File: config.mk
export PLATFORM = sky130hd
export DESIGN_NAME = bcre_ctrl
export DESIGN_NICKNAME = d
export VERILOG_FILES = /design/src/rtl/bcre_pkg.sv /design/src/rtl/bcre_ctrl.sv
export SDC_FILE = /design/constraint.sdc
export NUM_CORES = 1
export LEC_CHECK = 0
export ABC_AREA = 0
export CORE_AREA = 3 3 40 42
export CTS_BUF_LIST = sky130_fd_sc_hd__clkbuf_8
export CTS_CLUSTER_DIAMETER = 120
export CTS_CLUSTER_SIZE = 16
export DETAILED_ROUTE_END_ITERATION = 10
export DIE_AREA = 0 0 43 45
export DONT_BUFFER_PORTS = 1
export GPL_TIMING_DRIVEN = 0
export PLACE_DENSITY_LB_ADDON = 0.25
export SYNTH_ARGS = -nofsm -noshare
export SYNTH_HDL_FRONTEND = slang
export SYNTH_SLANG_ARGS = --single-unit
File: constraint.sdc
create_clock -name clk -period 1.4 [get_ports clk]
set_clock_uncertainty 0.05 [all_clocks]
set_input_delay 0.21 -clock clk [delete_from_list [all_inputs] [get_ports clk]]
set_output_delay 0.21 -clock clk [all_outputs]
set_load 0.005 [all_outputs]
File: src/rtl/bcre_pkg.sv
// Shared types, constants and register codes for the crop-and-rotate frame engine.
// Used by every module of the block except bcre_ram; depends on nothing.
`timescale 1ns / 1ps
`default_nettype none

package bcre_pkg;

  // Field widths fixed by the register map and the pixel format.
  localparam int DIM_W     = 9;
  localparam int POS_W     = 8;
  localparam int CH_W      = 8;
  localparam int PIX_W     = 3 * CH_W;
  localparam int BYTES_W   = 19;
  localparam int CFG_IDX_W = 3;

  // Largest dimension that a configuration register can express.
  localparam int DIM_LIMIT = (1 << DIM_W) - 1;

  // Defaults and fixed constants of the output file format.
  localparam int DEF_MAX_DIM  = 256;
  localparam int HEADER_BYTES = 54;
  localparam int ROW_ALIGN    = 4;

  // Register indexes of the configuration port.
  localparam logic [CFG_IDX_W-1:0] REG_SOURCE_WIDTH  = 3'd0;
  localparam logic [CFG_IDX_W-1:0] REG_SOURCE_HEIGHT = 3'd1;
  localparam logic [CFG_IDX_W-1:0] REG_CROP_LEFT     = 3'd2;
  localparam logic [CFG_IDX_W-1:0] REG_CROP_TOP      = 3'd3;
  localparam logic [CFG_IDX_W-1:0] REG_CROP_WIDTH    = 3'd4;
  localparam logic [CFG_IDX_W-1:0] REG_CROP_HEIGHT   = 3'd5;

  // Command codes of an incoming request.
  localparam logic CMD_LOAD = 1'b0;
  localparam logic CMD_EMIT = 1'b1;

  // Window check results.
  localparam logic [1:0] STAT_OK             = 2'd0;
  localparam logic [1:0] STAT_POINT_OUTSIDE  = 2'd1;
  localparam logic [1:0] STAT_ZERO_SIZE      = 2'd2;
  localparam logic [1:0] STAT_SECOND_OUTSIDE = 2'd3;

  // Incoming request payload.
  typedef struct packed {
    logic            cmd;
    logic [CH_W-1:0] in_red;
    logic [CH_W-1:0] in_green;
    logic [CH_W-1:0] in_blue;
  } in_item_t;

  // Outgoing result payload.
  typedef struct packed {
    logic [CH_W-1:0]    out_red;
    logic [CH_W-1:0]    out_green;
    logic [CH_W-1:0]    out_blue;
    logic [POS_W-1:0]   out_row;
    logic [POS_W-1:0]   out_col;
    logic               last;
    logic [1:0]         status;
    logic [BYTES_W-1:0] image_bytes;
    logic [BYTES_W-1:0] file_bytes;
  } out_item_t;

  // Controller states.
  typedef enum logic [2:0] {
    ST_IDLE,
    ST_PREP,
    ST_ADDR,
    ST_READ,
    ST_SEND
  } state_t;

  // Commands from the controller to the datapath.
  typedef struct packed {
    logic capture;
    logic prep;
    logic step;
    logic read;
    logic send;
  } ctl_cmd_t;

  // Status from the datapath to the controller.
  typedef struct packed {
    logic is_emit;
    logic win_ok;
  } dp_stat_t;

endpackage

`default_nettype wire

File: src/rtl/bcre_ctrl.sv
// Controller of the crop-and-rotate engine: sequences one request at a time.
// Depends on bcre_pkg for the state type and the command and status structs.
`timescale 1ns / 1ps
`default_nettype none

module bcre_ctrl (
  input  wire logic               clk,
  input  wire logic               rst,
  input  wire logic               cmd_valid,
  output logic                    cmd_stall,
  output logic                    pix_valid,
  input  wire logic               pix_stall,
  input  wire bcre_pkg::dp_stat_t stat,
  output bcre_pkg::ctl_cmd_t      ctl
);

  import bcre_pkg::*;

  state_t state;
  state_t state_next;

  // State register and output valid flag.
  always_ff @(posedge clk) begin
    if (rst) begin
      state     <= ST_IDLE;
      pix_valid <= 1'b0;
    end else begin
      state <= state_next;
      if (ctl.send) begin
        pix_valid <= 1'b1;
      end else if (pix_valid && !pix_stall) begin
        pix_valid <= 1'b0;
      end
    end
  end

  // Next state.
  always_comb begin
    state_next = state;
    unique case (state)
      ST_IDLE: begin
        if (cmd_valid) begin
          state_next = ST_PREP;
        end
      end
      ST_PREP: begin
        state_next = ST_ADDR;
      end
      ST_ADDR: begin
        priority if (!stat.is_emit) begin
          state_next = ST_IDLE;
        end else if (stat.win_ok) begin
          state_next = ST_READ;
        end else begin
          state_next = ST_SEND;
        end
      end
      ST_READ: begin
        state_next = ST_SEND;
      end
      ST_SEND: begin
        if (!pix_valid || !pix_stall) begin
          state_next = ST_IDLE;
        end
      end
      default: begin
        state_next = ST_IDLE;
      end
    endcase
  end

  // Commands to the datapath and the request stall.
  always_comb begin
    cmd_stall   = (state != ST_IDLE);
    ctl.capture = (state == ST_IDLE) && cmd_valid;
    ctl.prep    = (state == ST_PREP);
    ctl.step    = (state == ST_ADDR);
    ctl.read    = (state == ST_READ);
    ctl.send    = (state == ST_SEND) && (!pix_valid || !pix_stall);
  end

endmodule

`default_nettype wire

==> flow_metrics.env, run 1 <==
export IMPL_outcome="finished, final reports clean"
export IMPL_worst_setup_path_start_kind="flip-flop"
export IMPL_grt_pass1_vias=227
export IMPL_rsz0062_at_grt="false"
export IMPL_endpoint_kind="output port"
export IMPL_hp_class="in -> reg"
export IMPL_power_density_mw_per_mm2=1301
export IMPL_place_gp_congestion=0.7270
export IMPL_die_h_um=45
export IMPL_syn_area_per_cell_um2=9.248
export IMPL_first_iter_violations=4
export IMPL_dieArea_mm2=0.001935
export IMPL_antenna_found_initial=0
export IMPL_slew_headroom_pct=74.90
export IMPL_cts_path_max_buffers=2
export IMPL_worst_pin_slew_ps=375.7
export IMPL_io_pins=13
export IMPL_worstSkewPairLatency_ps=210
export IMPL_cts_sinks=4
export IMPL_tns_ps=0
export IMPL_ys_types=16
export IMPL_final_max_slew_violation_count=0
export IMPL_start_util_pct=16.55
export IMPL_cp_max_fo=5
export IMPL_postRouteAntennaNets=0
export IMPL_crit_arrival_ps=1090
export IMPL_mostFrequentLayoutCells="3 x nor3_1, 3 x clkbuf_8, 2 x inv_1, 2 x dfxtp_2"
export IMPL_setup_viol=0
export IMPL_syn_nets=29
export IMPL_wl_per_cell_um=13.21
export IMPL_dp_hpwl_um=409.5
export IMPL_min_period_ps=1354
export IMPL_fin_nets=36
export IMPL_crit_required_ps=1140
export IMPL_finalWirelength_um=568
export IMPL_first_pass_iters=3
export IMPL_layoutNonFillerInstCount=43
export IMPL_path_clk_slew_ps=30
export IMPL_grt_pass1_wl_um=959
export IMPL_timing_final_crit_share_pct=96.69
export IMPL_grt_start_max_net_pins=7
export IMPL_die_w_um=43
export IMPL_core_area_mm2=0.001285
export IMPL_synth_cell_area_um2=212.7
export IMPL_ir_drop_v=0.0003520
export IMPL_vias=198
export IMPL_fillers=139
export IMPL_rows=13
export IMPL_power_mw=0.3907
export IMPL_worst_setup_path_type="reg -> out"
export IMPL_synthToLayoutAreaGrowth_pct=41.18
export IMPL_synth_ff_latch_count=4
export IMPL_grt_overflow_total=0
export IMPL_route_detailed_drc=0
export IMPL_finalHoldViolations=0
export IMPL_via_per_inst=4.605
export IMPL_p_leak_nw=0.1338
export IMPL_placedCellCount=38
export IMPL_clockRootBuffer="clkbuf_8"
export IMPL_grt_usage_pct=7.577
export IMPL_layout_drive_gt1_share_pct=39.29
export IMPL_io_buffers=0
export IMPL_ys_seq_area_share_pct=37.65
export IMPL_insertedDiodeCount=0
export IMPL_synth_warnings=0
export IMPL_synthCells=23
export IMPL_max_cap_violations=0
export IMPL_htree_levels=1
export IMPL_fmax_mhz=738.7
export IMPL_cts_tree="done"
export IMPL_numCtsBuffers=3
==> kinds of logic (layout without fill, tap and decap cells) <==
kind of cell / after synthesis / count (layout) / share of synthesized area, %
buffers and inverters: 2 / 7 / 3.531
AO/OA/AOI/OAI: 6 / 6 / 21.18
flip-flops: 4 / 4 / 37.65
AND/OR/NAND/NOR: 11 / 11 / 37.65
==> critical path: stages, from the launching register on <==
cell and delay [ps]:
dfxtp_4 350, or3b_4 390, a21oi_2 140
==> cells in the mapped netlist <==
master | n | area, um^2
nor3b_1 | 1 | 7.510
and3_1 | 1 | 6.260
o211a_1 | 1 | 10.01
nor3_1 | 3 | 15.01
nor2b_1 | 1 | 6.260
or3b_4 | 1 | 11.26
inv_1 | 2 | 7.510
dfxtp_1 | 4 | 80.08
nand2_1 | 1 | 3.750
and2_1 | 1 | 6.260
a31oi_1 | 1 | 6.260
nor2_4 | 1 | 11.26
a21oi_1 | 2 | 10.01
o21ba_1 | 1 | 10.01
a32oi_1 | 1 | 8.760
nor3b_2 | 1 | 12.51
==> worst paths after layout <==
kind                                 from        end  slack (ps)  depth (start not counted)
worst max-delay path             state[2]     ctl[0]          50                          2
worst min register to register  pix_valid  pix_valid         540                          2
worst max register to register   state[2]   state[2]         170                          4
worst min-delay path                  rst   state[1]          20                          1
==> power breakdown <==
part	switching, mW	leakage (nW)	internal, mW
registers	0.00632	0.0341	0.119
clock network	0.0537	0.0216	0.183
logic	0.0149	0.0781	0.0142
==> sequential cells by signal, indices dropped and copies added, names as in the netlist <==
signal / flops
state: 3
pix_valid: 1
==> cell type report <==
class	count	area, um^2	share of cell area (%)
clock buffers	3	41.29	13.75
inverters	2	7.507	2.500
multi-input cells	17	128.9	42.92
flip-flops and latches	4	86.33	28.75
well taps	15	18.77	6.250
repair buffers	2	17.52	5.833
==> through the flow <==
step	worst slack, ps	hold WS [ps]	util (%)	instance area [um^2]
after floorplan	213.5	229.1	-	212.7
after global placement	150.1	233.1	18.01	231.5
after detailed placement	149.7	232.8	18.01	231.5
after CTS	31.22	7.433	22.20	285.3
after global routing	1.902	13.69	23.37	300.3
final	46.35	17.18	23.37	300.3
==> per-layer routing <==
metal	track usage [%]	vias to the layer above	wire length, um	part of all wire [%]
li1	-	95	-	-
met1	4.819	92	178	31
met2	11.08	11	286	50
met3	7.171	0	103	18
met4	9.639	0	0	0
met5	0	-	0	0
==> what timing repair did <==
item	in CTS	in global routing
endpoints found under the hold margin	0	1
buffers inserted	1	0
setup endpoints to repair	1	1
resized for setup	2	3
hold buffers	0	1
No activity file was read; power rests on OpenSTA's default activity.
==> run 2, diff against run 1 <==
SETUP_SLACK_MARGIN = 0.15   (was not set)
==> run 2 against run 1 <==
  * Sequential power hardly changed
  * Via count is 2.0% higher
  * First-iteration DRC count stayed put
  * Non-clock buffer count is 1 higher
  * Total power is 0.78% higher
  * Clock power hardly changed
  * Count of clock-buffer cells in the layout stayed put
  * Cell area is 4.6% higher
  * Setup slack better by 6.8 ps
  * Worst hold slack hardly changed
  * Critical endpoint unchanged
==> flow_metrics.env, run 2 (same netlist as run 1, synthesis figures left out) <==
export IMPL_crit_arrival_ps=1090
export IMPL_cts_tree="done"
export IMPL_multi_input_area_um2=135.1
export IMPL_mostFrequentLayoutCells="3 x nor3_1, 3 x clkbuf_8, 2 x inv_1, 2 x buf_4, 2 x dfxtp_2"
export IMPL_final_max_slew_violation_count=0
export IMPL_ir_drop_v=0.0003511
export IMPL_cts_sinks=4
export IMPL_cp_max_fo=5
export IMPL_use_met1_pct=4.819
export IMPL_grt_start_max_net_pins=7
export IMPL_layoutNonFillerInstCount=44
export IMPL_largest_reg_flops=3
export IMPL_fmax_mhz=742.5
export IMPL_dieArea_mm2=0.001935
export IMPL_max_cap_violations=0
export IMPL_slew_headroom_pct=74.89
export IMPL_rsz0062_at_grt="true"
export IMPL_io_buffers=0
export IMPL_outcome="finished, final reports clean"
export IMPL_timing_final_crit_share_pct=96.20
export IMPL_postRouteAntennaNets=0
export IMPL_reg2reg_to="state[2]"
export IMPL_grt_pass1_wl_um=966
export IMPL_crit_required_ps=1140
export IMPL_setup_viol=0
export IMPL_fillers=137
export IMPL_final_seq_area_um2=86.33
export IMPL_reg_largest_list="state x3, pix_valid x1"
export IMPL_power_density_mw_per_mm2=1254
export IMPL_first_iter_violations=4
export IMPL_vias=202
export IMPL_tns_ps=0
export IMPL_hold_depth=1
export IMPL_grt_busiest_layer="met2"
export IMPL_io_pins=13
export IMPL_p_leak_nw=0.1377
export IMPL_cts_path_max_buffers=2
export IMPL_start_util_pct=16.55
export IMPL_layout_drive_gt1_share_pct=41.38
export IMPL_wl_per_cell_um=12.95
export IMPL_grt_pass1_vias=231
export IMPL_worstSkewPairLatency_ps=210
export IMPL_worst_pin_slew_ps=375.8
export IMPL_largest_register="state"
export IMPL_timing_hold_ws_ps=17.03
export IMPL_fin_nets=37
export IMPL_hp_class="in -> reg"
export IMPL_hp_start="rst"
export IMPL_whs_endpoint="state[1]"
export IMPL_path_clk_slew_ps=30
export IMPL_core_area_mm2=0.001285
export IMPL_numCtsBuffers=3
export IMPL_first_pass_iters=3
export IMPL_ff2ff_setup_slack_ps=190
export IMPL_htree_levels=1
export IMPL_via_per_inst=4.591
export IMPL_dp_hpwl_um=409.5
export IMPL_antenna_found_initial=0
export IMPL_clockRootBuffer="clkbuf_8"
export IMPL_reg2reg_depth=4
export IMPL_rr_startpoint="state[2]"
export IMPL_use_met2_pct=11.08
export IMPL_die_w_um=43
export IMPL_grt_usage_pct=7.577
export IMPL_worst_setup_path_start_kind="flip-flop"
export IMPL_worst_setup_path_type="reg -> out"
export IMPL_endpoint_kind="output port"
export IMPL_grtUsageMet3_pct=7.171
export IMPL_insertedDiodeCount=0
export IMPL_die_h_um=45
export IMPL_min_period_ps=1347
export IMPL_synthToLayoutAreaGrowth_pct=47.65
export IMPL_rows=13
export IMPL_route_detailed_drc=0
export IMPL_placedCellCount=38
export IMPL_finalHoldViolations=0
export IMPL_finalWirelength_um=570
export IMPL_place_gp_congestion=0.7270
export IMPL_grt_overflow_total=0
[run 2: cell count changes in the layout (fill, tap and decap cells not counted)]
cell and delta:
nor3b_4 +1, nor3b_2 -1, buf_4 +1
[run 2: worst max-delay path, cell delays in order (launching register included)]
cell and delay [ps]:
dfxtp_4 350, or3b_4 380, a21oi_2 140
[run 2: worst max-delay path by stage]
| stage | startpoint | to | slack [ps] |
|---|---|---|---|
| finish | state[2] | ctl[0] | 50 |
| global route | state[2] | ctl[0] | 9 |
| global placement | state[2] | ctl[0] | 150 |
| floorplan | state[2] | ctl[0] | 210 |
| detailed placement | state[2] | ctl[0] | 150 |
| CTS | state[2] | ctl[0] | 50 |
[run 2: metal layers]
| layer | wire length (um) | vias to the layer above |
|---|---|---|
| li1 | - | 98 |
| met1 | 175 | 93 |
| met2 | 291 | 11 |
| met3 | 103 | 0 |
| met4 | 0 | 0 |
| met5 | 0 | - |
[run 2: cell type report]
type,count,share of cell area [%]
multi-input cells,17,43.03
well taps,15,5.976
flip-flops and latches,4,27.49
clock buffers,3,13.15
repair buffers,3,7.968
inverters,2,2.390
[run 2: what timing repair did]
| action | CTS | global route |
|---|---|---|
| hold buffers | 0 | 1 |
| setup endpoints to repair | 3 | 8 |
| gates resized for setup | 5 | 1 |
| gates cloned | 0 | 0 |
| setup buffers | 2 | 0 |
| pin swaps | 0 | 2 |
| hold endpoints to repair | 0 | 1 |
[run 2: power by group]
part           leakage [nW]  switching [mW]  total, mW  internal (mW)
Combinational        0.0820          0.0151     0.0313         0.0162
Clock                0.0216          0.0538      0.237          0.183
Sequential           0.0341         0.00711      0.126          0.119
[run 2: through the flow]
stage	instance area (um^2)	util [%]	total power, mW	setup slack, ps
4_1_cts	297.8	23.17	0.3967	53.53
3_3_place_gp	231.5	18.01	0.1521	150.1
2_1_floorplan	212.7	-	0.1471	213.5
5_1_grt	314.1	24.44	0.4267	8.887
3_5_place_dp	231.5	18.01	0.1527	149.7
6_report	314.1	24.44	0.3937	53.18
